--- src/ats_pkg.sv ---
// ----------------------------------------------------------------------------
// ats_pkg
// Shared widths, constants and fixed-point settings for the arctanh series
// evaluator and its channel interfaces.
// ----------------------------------------------------------------------------
package ats_pkg;

	// Fixed-point format of the argument, the odd powers and the terms.
	localparam int FRAC_BITS = 30;

	// Field widths of the channels.
	localparam int X_W     = 31;
	localparam int MAG_W   = 30;
	localparam int RES_W   = 34;
	localparam int TERMS_W = 7;
	localparam int PREC_W  = 30;
	localparam int PROD_W  = 2 * MAG_W;

	// Reset value of the precision register.
	localparam logic [PREC_W-1:0] PREC_RESET = PREC_W'(1074);

	// Largest magnitude below one; larger arguments are clamped to it.
	localparam logic [X_W-1:0] MAG_ONE_MINUS = X_W'((64'd1 << FRAC_BITS) - 64'd1);

	// Half an LSB of a product, for round half up.
	localparam logic [PROD_W-1:0] ROUND_HALF = PROD_W'(64'd1 << (FRAC_BITS - 1));

	// Saturation limit of the magnitude sum.
	localparam logic [RES_W-1:0] SUM_MAX = RES_W'((64'd1 << (RES_W - 1)) - 64'd1);

endpackage : ats_pkg

--- src/ats_channels.sv ---
// ----------------------------------------------------------------------------
// ats_channels
// Valid/ready channel interfaces for the argument, the result and the
// precision register write port.
// ----------------------------------------------------------------------------
interface ats_x_if;
	import ats_pkg::*;

	logic                  valid;
	logic                  ready;
	logic signed [X_W-1:0] x_value;

	modport source (output valid, output x_value, input ready);
	modport sink   (input valid, input x_value, output ready);
endinterface : ats_x_if

interface ats_res_if;
	import ats_pkg::*;

	logic                    valid;
	logic                    ready;
	logic signed [RES_W-1:0] result;
	logic [TERMS_W-1:0]      terms_used;
	logic                    cap_hit;

	modport source (output valid, output result, output terms_used, output cap_hit,
		input ready);
	modport sink   (input valid, input result, input terms_used, input cap_hit,
		output ready);
endinterface : ats_res_if

interface ats_cfg_if;
	import ats_pkg::*;

	logic              valid;
	logic              ready;
	logic [PREC_W-1:0] precision;

	modport source (output valid, output precision, input ready);
	modport sink   (input valid, input precision, output ready);
endinterface : ats_cfg_if

--- src/arctanh_series_evaluator.sv ---
// ----------------------------------------------------------------------------
// arctanh_series_evaluator
// Sums the Maclaurin series of arctanh for one Q1.30 argument at a time and
// returns a Q3.30 sum, the number of terms added and a term-cap flag.
// ----------------------------------------------------------------------------
// One argument is processed at a time. After the argument transfer the block
// squares |x|, then for every series term it runs a restoring divider (one
// quotient bit per cycle) and then accumulates and tests the term; each
// further term first uses the shared multiplier to update the odd power. The
// default cap is 64 terms. The argument channel is ready only while the
// sequencer is idle. The result sits in an output register, so the next
// argument can be taken while an earlier result still waits for its
// transfer. The precision register is written through its own channel,
// which is always ready; it should only be written while the block is
// idle.
module arctanh_series_evaluator #(
	parameter int MAX_TERMS = 64
) (
	input  logic         clk,
	input  logic         arst_n,
	ats_x_if.sink        x_chan,
	ats_res_if.source    res_chan,
	ats_cfg_if.sink      cfg_chan
);
	import ats_pkg::*;

	// Width of the term counter (must hold MAX_TERMS) and of the odd divisor.
	localparam int NW  = $clog2(MAX_TERMS + 1);
	localparam int DW  = NW + 1;
	localparam int BCW = $clog2(MAG_W);

	// Sequencer states.
	localparam logic [2:0] S_IDLE   = 3'd0;
	localparam logic [2:0] S_SQUARE = 3'd1;
	localparam logic [2:0] S_DIV    = 3'd2;
	localparam logic [2:0] S_ACC    = 3'd3;
	localparam logic [2:0] S_MUL    = 3'd4;
	localparam logic [2:0] S_FINISH = 3'd5;

	logic [2:0]         state_q;
	logic               neg_q;
	logic [MAG_W-1:0]   pw_q;      // current odd power of |x|
	logic [MAG_W-1:0]   x2_q;      // rounded square of |x|
	logic [NW-1:0]      n_q;       // terms added so far
	logic [RES_W-1:0]   sum_q;     // magnitude of the partial sum
	logic [DW-1:0]      rem_q;     // divider remainder
	logic [MAG_W-1:0]   quo_q;     // dividend shifting out, quotient shifting in
	logic [BCW-1:0]     bit_q;     // divider bit counter
	logic               done_q;    // sum ended on the precision test

	logic                    res_valid_q;
	logic signed [RES_W-1:0] res_result_q;
	logic [TERMS_W-1:0]      res_terms_q;
	logic                    res_cap_q;
	logic [PREC_W-1:0]       precision_q;

	// ------------------------------------------------------------------
	// Argument magnitude, clamped just below one.
	// ------------------------------------------------------------------
	logic [X_W-1:0]   mag_full;
	logic [MAG_W-1:0] mag_sat;

	always_comb begin
		mag_full = x_chan.x_value[X_W-1] ? (X_W'(0) - x_chan.x_value) : x_chan.x_value;
		if (mag_full > MAG_ONE_MINUS) begin
			mag_sat = MAG_ONE_MINUS[MAG_W-1:0];
		end else begin
			mag_sat = mag_full[MAG_W-1:0];
		end
	end

	// ------------------------------------------------------------------
	// Shared multiplier: squares |x| once, then multiplies the odd power by
	// x squared for every further term. Rounded half up back to unsigned Q0.30.
	// ------------------------------------------------------------------
	logic [MAG_W-1:0]  mul_b;
	logic [PROD_W-1:0] prod;
	logic [PROD_W-1:0] prod_rnd;
	logic [MAG_W-1:0]  mul_res;

	assign mul_b    = (state_q == S_SQUARE) ? pw_q : x2_q;
	assign prod     = PROD_W'(pw_q) * PROD_W'(mul_b);
	assign prod_rnd = prod + ROUND_HALF;
	assign mul_res  = prod_rnd[FRAC_BITS +: MAG_W];

	// ------------------------------------------------------------------
	// Restoring divider step: one quotient bit per cycle by 2n+1.
	// ------------------------------------------------------------------
	logic [DW-1:0] divisor;
	logic [DW:0]   div_shift;
	logic [DW:0]   div_trial;
	logic          div_bit;

	assign divisor   = {n_q, 1'b1};
	assign div_shift = {rem_q, quo_q[MAG_W-1]};
	assign div_trial = div_shift - {1'b0, divisor};
	assign div_bit   = ~div_trial[DW];

	// ------------------------------------------------------------------
	// Accumulate with saturation, and the stop tests.
	// ------------------------------------------------------------------
	logic [RES_W-1:0] sum_add;
	logic [RES_W-1:0] sum_next;
	logic [NW-1:0]    n_next;
	logic             below_prec;
	logic             at_cap;

	always_comb begin
		sum_add = sum_q + RES_W'(quo_q);
		if (sum_add > SUM_MAX) begin
			sum_next = SUM_MAX;
		end else begin
			sum_next = sum_add;
		end
		n_next     = n_q + NW'(1);
		below_prec = (quo_q < precision_q);
		at_cap     = (n_next == NW'(MAX_TERMS));
	end

	// The result register can be loaded when it is empty or being drained.
	logic out_free;
	assign out_free = !res_valid_q || res_chan.ready;

	// ------------------------------------------------------------------
	// Sequencer.
	// ------------------------------------------------------------------
	always_ff @(posedge clk or negedge arst_n) begin
		if (!arst_n) begin
			state_q <= S_IDLE;
		end else begin
			unique case (state_q)
				S_IDLE: begin
					if (x_chan.valid) begin
						state_q <= S_SQUARE;
					end
				end
				S_SQUARE: begin
					state_q <= S_DIV;
				end
				S_DIV: begin
					if (bit_q == '0) begin
						state_q <= S_ACC;
					end
				end
				S_ACC: begin
					if (below_prec || at_cap) begin
						state_q <= S_FINISH;
					end else begin
						state_q <= S_MUL;
					end
				end
				S_MUL: begin
					state_q <= S_DIV;
				end
				S_FINISH: begin
					if (out_free) begin
						state_q <= S_IDLE;
					end
				end
				default: begin
					state_q <= S_IDLE;
				end
			endcase
		end
	end

	// Datapath registers; they need no reset.
	always_ff @(posedge clk) begin
		case (state_q)
			S_IDLE: begin
				neg_q <= x_chan.x_value[X_W-1];
				pw_q  <= mag_sat;
				n_q   <= '0;
				sum_q <= '0;
			end
			S_SQUARE: begin
				x2_q  <= mul_res;
				quo_q <= pw_q;
				rem_q <= '0;
				bit_q <= BCW'(MAG_W - 1);
			end
			S_DIV: begin
				quo_q <= {quo_q[MAG_W-2:0], div_bit};
				rem_q <= div_bit ? div_trial[DW-1:0] : div_shift[DW-1:0];
				bit_q <= bit_q - BCW'(1);
			end
			S_ACC: begin
				sum_q  <= sum_next;
				n_q    <= n_next;
				done_q <= below_prec;
			end
			S_MUL: begin
				pw_q  <= mul_res;
				quo_q <= mul_res;
				rem_q <= '0;
				bit_q <= BCW'(MAG_W - 1);
			end
			default: begin
			end
		endcase
	end

	// ------------------------------------------------------------------
	// Result register.
	// ------------------------------------------------------------------
	always_ff @(posedge clk or negedge arst_n) begin
		if (!arst_n) begin
			res_valid_q <= 1'b0;
		end else begin
			if (res_valid_q && res_chan.ready) begin
				res_valid_q <= 1'b0;
			end
			if (state_q == S_FINISH && out_free) begin
				res_valid_q <= 1'b1;
			end
		end
	end

	always_ff @(posedge clk) begin
		if (state_q == S_FINISH && out_free) begin
			res_result_q <= $signed(neg_q ? (RES_W'(0) - sum_q) : sum_q);
			res_terms_q  <= TERMS_W'(n_q);
			res_cap_q    <= !done_q;
		end
	end

	// ------------------------------------------------------------------
	// Precision register.
	// ------------------------------------------------------------------
	always_ff @(posedge clk or negedge arst_n) begin
		if (!arst_n) begin
			precision_q <= PREC_RESET;
		end else if (cfg_chan.valid) begin
			precision_q <= cfg_chan.precision;
		end
	end

	assign cfg_chan.ready      = 1'b1;
	assign x_chan.ready        = (state_q == S_IDLE);
	assign res_chan.valid      = res_valid_q;
	assign res_chan.result     = res_result_q;
	assign res_chan.terms_used = res_terms_q;
	assign res_chan.cap_hit    = res_cap_q;

endmodule : arctanh_series_evaluator

--- src/flat_wrapper.sv ---
// flat-port wrapper written by rule: the top's interface ports become plain ports
module arctanh_series_evaluator_flat import ats_pkg::*;
#(
	parameter int MAX_TERMS = 64
)
  (clk, arst_n, x_chan_valid, x_chan_x_value, x_chan_ready, res_chan_valid, res_chan_result, res_chan_terms_used, res_chan_cap_hit, res_chan_ready, cfg_chan_valid, cfg_chan_precision, cfg_chan_ready);
  ats_x_if x_chan_i ();
  ats_res_if res_chan_i ();
  ats_cfg_if cfg_chan_i ();
  input  logic clk;
  input  logic arst_n;
  input wire logic [$bits(x_chan_i.valid)-1:0] x_chan_valid;
  input wire logic [$bits(x_chan_i.x_value)-1:0] x_chan_x_value;
  output wire logic [$bits(x_chan_i.ready)-1:0] x_chan_ready;
  output wire logic [$bits(res_chan_i.valid)-1:0] res_chan_valid;
  output wire logic [$bits(res_chan_i.result)-1:0] res_chan_result;
  output wire logic [$bits(res_chan_i.terms_used)-1:0] res_chan_terms_used;
  output wire logic [$bits(res_chan_i.cap_hit)-1:0] res_chan_cap_hit;
  input wire logic [$bits(res_chan_i.ready)-1:0] res_chan_ready;
  input wire logic [$bits(cfg_chan_i.valid)-1:0] cfg_chan_valid;
  input wire logic [$bits(cfg_chan_i.precision)-1:0] cfg_chan_precision;
  output wire logic [$bits(cfg_chan_i.ready)-1:0] cfg_chan_ready;
  assign x_chan_i.valid = x_chan_valid;
  assign x_chan_i.x_value = x_chan_x_value;
  assign x_chan_ready = x_chan_i.ready;
  assign res_chan_valid = res_chan_i.valid;
  assign res_chan_result = res_chan_i.result;
  assign res_chan_terms_used = res_chan_i.terms_used;
  assign res_chan_cap_hit = res_chan_i.cap_hit;
  assign res_chan_i.ready = res_chan_ready;
  assign cfg_chan_i.valid = cfg_chan_valid;
  assign cfg_chan_i.precision = cfg_chan_precision;
  assign cfg_chan_ready = cfg_chan_i.ready;
  arctanh_series_evaluator #(.MAX_TERMS(MAX_TERMS)) u_core (.clk(clk), .arst_n(arst_n), .x_chan(x_chan_i), .res_chan(res_chan_i), .cfg_chan(cfg_chan_i));
endmodule
--- config.mk ---
export PLATFORM = sky130hd
export DESIGN_NAME = arctanh_series_evaluator_flat
export DESIGN_NICKNAME = d
export VERILOG_FILES = /design/src/ats_pkg.sv /design/src/ats_channels.sv /design/src/arctanh_series_evaluator.sv /design/src/flat_wrapper.sv
export SDC_FILE = /design/constraint.sdc
export NUM_CORES = 2
export LEC_CHECK = 0
export BUFFER_PORTS_ARGS = -buffer_cell sky130_fd_sc_hd__buf_2
export CAP_MARGIN = 20
export CORE_MARGIN = 3
export CORE_UTILIZATION = 60
export DETAILED_ROUTE_END_ITERATION = 8
export PLACE_DENSITY_LB_ADDON = 0.1
export SLEW_MARGIN = 10
export SYNTH_ARGS = -nofsm -noshare
export SYNTH_HDL_FRONTEND = slang
export SYNTH_SLANG_ARGS = --single-unit
--- constraint.sdc ---
create_clock -name clk -period 10.65 [get_ports clk]
set_clock_uncertainty 0.05 [all_clocks]
set_input_delay 2.13 -clock clk [delete_from_list [all_inputs] [get_ports clk]]
set_output_delay 2.13 -clock clk [all_outputs]
set_load 0.05 [all_outputs]
==> out/metrics.yaml <==
global_route:
  grt_overflow: 0
  grt_max_degree: 60
  met3_usage: 0.0712
  grt_pass1_wl_mm: 186
  antenna_found_initial: 11
  track_usage: 0.321
  grt_util_met2: 0.502
  grt-busiest-layer: "met2"
  grt_util_met1: 0.455
  grt_pass1_vias: 33200
yosys:
  ys_seq_area_frac: 0.152
  synthFlopType: "edfxtp_1"
  synth_top_family_by_area: "adder cells"
  ys_types: 86
  synth_cells: 4639
  synthesis.nets: 5829
  netlist_area_mm2: 0.0428
  ys_seq_elements: 222
  avgSynthCellArea_um2: 9.22
  synth_fa_ha_area_frac: 0.466
  synthArstFlopShare: 0.153
  yosysWarnings: 0
  synth-edff-count: 188
  synth_top_area_cell: "fa_1"
  synth_compound_area_frac: 0.0827
  synth_top_area_frac: 0.366
  synthMuxAreaShare: 0.00331
  yosys.area_share.xor_xnor: 0.0285
  yosys.area_share.simple: 0.163
  synthTopCellsByArea: "fa_1 (37%), edfxtp_1 (13%), ha_1 (10%), inv_1 (8.1%), and2_1 (6.3%)"
worst_setup_path:
  rr_worst_depth: 27
  regToRegEndpoint: "u_core.pw_q[14]"
  cp_max_fo: 34
  cp_slowest_cell: "fa_1"
  r2r-start: "u_core.state_q[0]"
  slowest_delay_ps: 620
  critPathArrivalTime_ps: 10330
  cp-start-kind: "flop"
  cp-end-kind: "flop"
  crit_required_ps: 10960
  crit_type: "flop to flop"
  r2r_setup_slack_ps: 620
  crit_end: "u_core.pw_q[14]"
  crit_start: "u_core.state_q[0]"
  critPathMostFrequentCell: "fa_1"
placed_design:
  portBuffers: 109
  gp_congestion: 0.968
  dpl_cell_area_mm2: 0.0443
  dpl.hpwl_mm: 91.2
timing:
  drv_slew: 0
  finalSetupViolCount: 0
  tightest_slew_ps: 1060
  fmax_ghz: 0.0997
  layout_min_cycle_time_ps: 10030
  slew_headroom: 0.291
  grt_setup_unrepaired: "no"
  finalSetupTns_ps: 0
  hold_viol: 0
  fin_crit_sh: 0.941
route:
  dr.pass1.iters: 6
  drc: 0
  postRouteWirelength_mm: 116
  wl_per_cell_um: 20.8
  routed_via_density: 5.68
  num_vias: 31700
  drt_iter0_drc: 2398
  antenna_left: 0
clocking:
  clk_pin_slew_ps: 70
  clock_sink_count: 222
  cts_buffers: 23
  postCtsHoldBufs: 0
  clk_latency_ps: 540
  cts_resized: 0
  post_cts_buffers: 0
  htree_levels: 1
  cts_root_buf: "clkbuf_16"
  clockBufferDepth: 3
  cts_tree: "done"
run_status:
  run_status: "completed"
die:
  die_area_mm2: 0.0745
  rows: 97
  die_h_um: 273
  die_w_um: 273
  start_util: 0.609
  ios: 111
  core_mm2: 0.0703
layout:
  final_area_mm2: 0.0451
  final_core_util: 0.641
  finalNetCount: 5805
  area_growth_pct: 5.42
  drive_above_1_share: 0.0602
  multi_input_area_mm2: 0.0319
  nFillCells: 5929
  seq_area_mm2: 0.00650
run:
  cap_violations: 0
min_path:
  hp-class: "flop to flop"
[logic make-up after synthesis]
kind of cell             count (synthesis)
multiplexers                            14
adder cells (fa/ha/maj)               1124
XOR/XNOR                               139
buffers and inverters                 1177
flip-flops                             222
other                                    2
AO/OA/AOI/OAI                          550
AND/OR/NAND/NOR                       1411
[placed cells by master, fill, tap and decap left out, types with 22 or more instances in the layout]
| cell type | synthesis | routed |
|---|---|---|
| a21oi_1 | 147 | 146 |
| inv_1 | 926 | 926 |
| nor2b_1 | 58 | 57 |
| xor2_1 | 55 | 55 |
| edfxtp_1 | 188 | 188 |
| o21a_1 | 22 | 22 |
| buf_4 | 2 | 90 |
| dfrtp_1 | 30 | 30 |
| a21o_1 | 72 | 72 |
| o31ai_1 | 26 | 26 |
| nand2_1 | 646 | 646 |
| nand4_1 | 24 | 24 |
| and2_1 | 433 | 433 |
| nand3_1 | 28 | 28 |
| ha_1 | 342 | 342 |
| buf_2 | 3 | 109 |
| nor2_1 | 95 | 93 |
| clkbuf_16 | 0 | 23 |
| nor3_1 | 31 | 31 |
| fa_1 | 782 | 782 |
| xnor2_1 | 84 | 83 |
| o21ai_0 | 128 | 128 |
[worst min path at each step]
stage / startpoint / endpoint / slack (ps) / cells past startpoint
finish: u_core.done_q / u_core.res_chan.cap_hit / 460 / 1
detailed placement: u_core.done_q / u_core.res_chan.cap_hit / 450 / 1
global placement: u_core.done_q / u_core.res_chan.cap_hit / 440 / 1
CTS: u_core.done_q / u_core.res_chan.cap_hit / 470 / 1
floorplan: u_core.sum_q[0] / u_core.res_chan.result[0] / 400 / 0
global route: u_core.done_q / u_core.res_chan.cap_hit / 490 / 1
[registers in the layout (all words and copies together) (netlist names)]
name / flops
u_core.res_chan.result: 34
u_core.precision_q: 30
u_core.pw_q: 30
u_core.sum_q: 34
u_core.neg_q: 1
u_core.n_q: 7
u_core.rem_q: 8
u_core.res_chan.valid: 1
u_core.x2_q: 30
u_core.res_chan.cap_hit: 1
u_core.quo_q: 30
u_core.bit_q: 5
u_core.res_chan.terms_used: 7
u_core.state_q: 3
u_core.done_q: 1
[per-stage QoR]
stage | setup slack [ps] | hold slack (ps) | cells
2_1_floorplan | 1420 | 404 | 4639
3_3_place_gp | 870 | 442 | 5530
3_5_place_dp | 762 | 453 | 5530
4_1_cts | 759 | 467 | 5572
5_1_grt | 292 | 491 | 5575
6_report | 625 | 464 | 5577
[synth_stat cells (5+ instances only)]
cell and count:
and3_1 12, o21ai_0 128, o21a_1 22, nor2b_1 58, inv_1 926, a31oi_1 19, buf_1 6, clkbuf_1 238
o21bai_1 11, nor3_1 31, or2_2 9, a2bb2oi_1 14, o31ai_1 26, nand2_1 646, xnor2_1 84, nand4_1 24
nand3_1 28, nor4_1 8, a21o_1 72, a22o_1 14, dfrtp_1 30, a22oi_1 16, and2_1 433, a21oi_1 147
a221oi_1 5, mux2i_1 13, o211ai_1 10, xor2_1 55, or4_1 9, nand2b_1 15, ha_1 342, fa_1 782
edfxtp_1 188, nor2_1 95, o41ai_1 8, or3_1 19, a211oi_1 14
[area by class of cell]
type,count,area share
multi-input cells,3240,0.707
flip-flops and latches,222,0.144
inverters,927,0.0772
repair buffers,201,0.0280
well taps,940,0.0261
clock buffers,28,0.0132
clock inverters,14,0.00355
diodes,5,0.000278
[critical path: cells and delay by family, from the launching register on]
| family | cells | cell delay, ps |
|---|---|---|
| and+or+nand+nor | 8 | 2790 |
| AOI/OAI and AO/OA | 4 | 930 |
| buffers and inverters | 5 | 560 |
| adders and majority gates | 9 | 4490 |
| xor gates and xnor gates | 1 | 500 |
| DFF | 1 | 520 |
[metal layers]
metal  part of all wire  routed length (µm)
met1               0.42               48700
met5            0.00050                  58
met3              0.097               11300
met2               0.45               52000
met4              0.033                3760
Power is left out: the tool's default activity adds up to more than one toggle a clock period on the data nets, which glitch-free logic cannot reach.
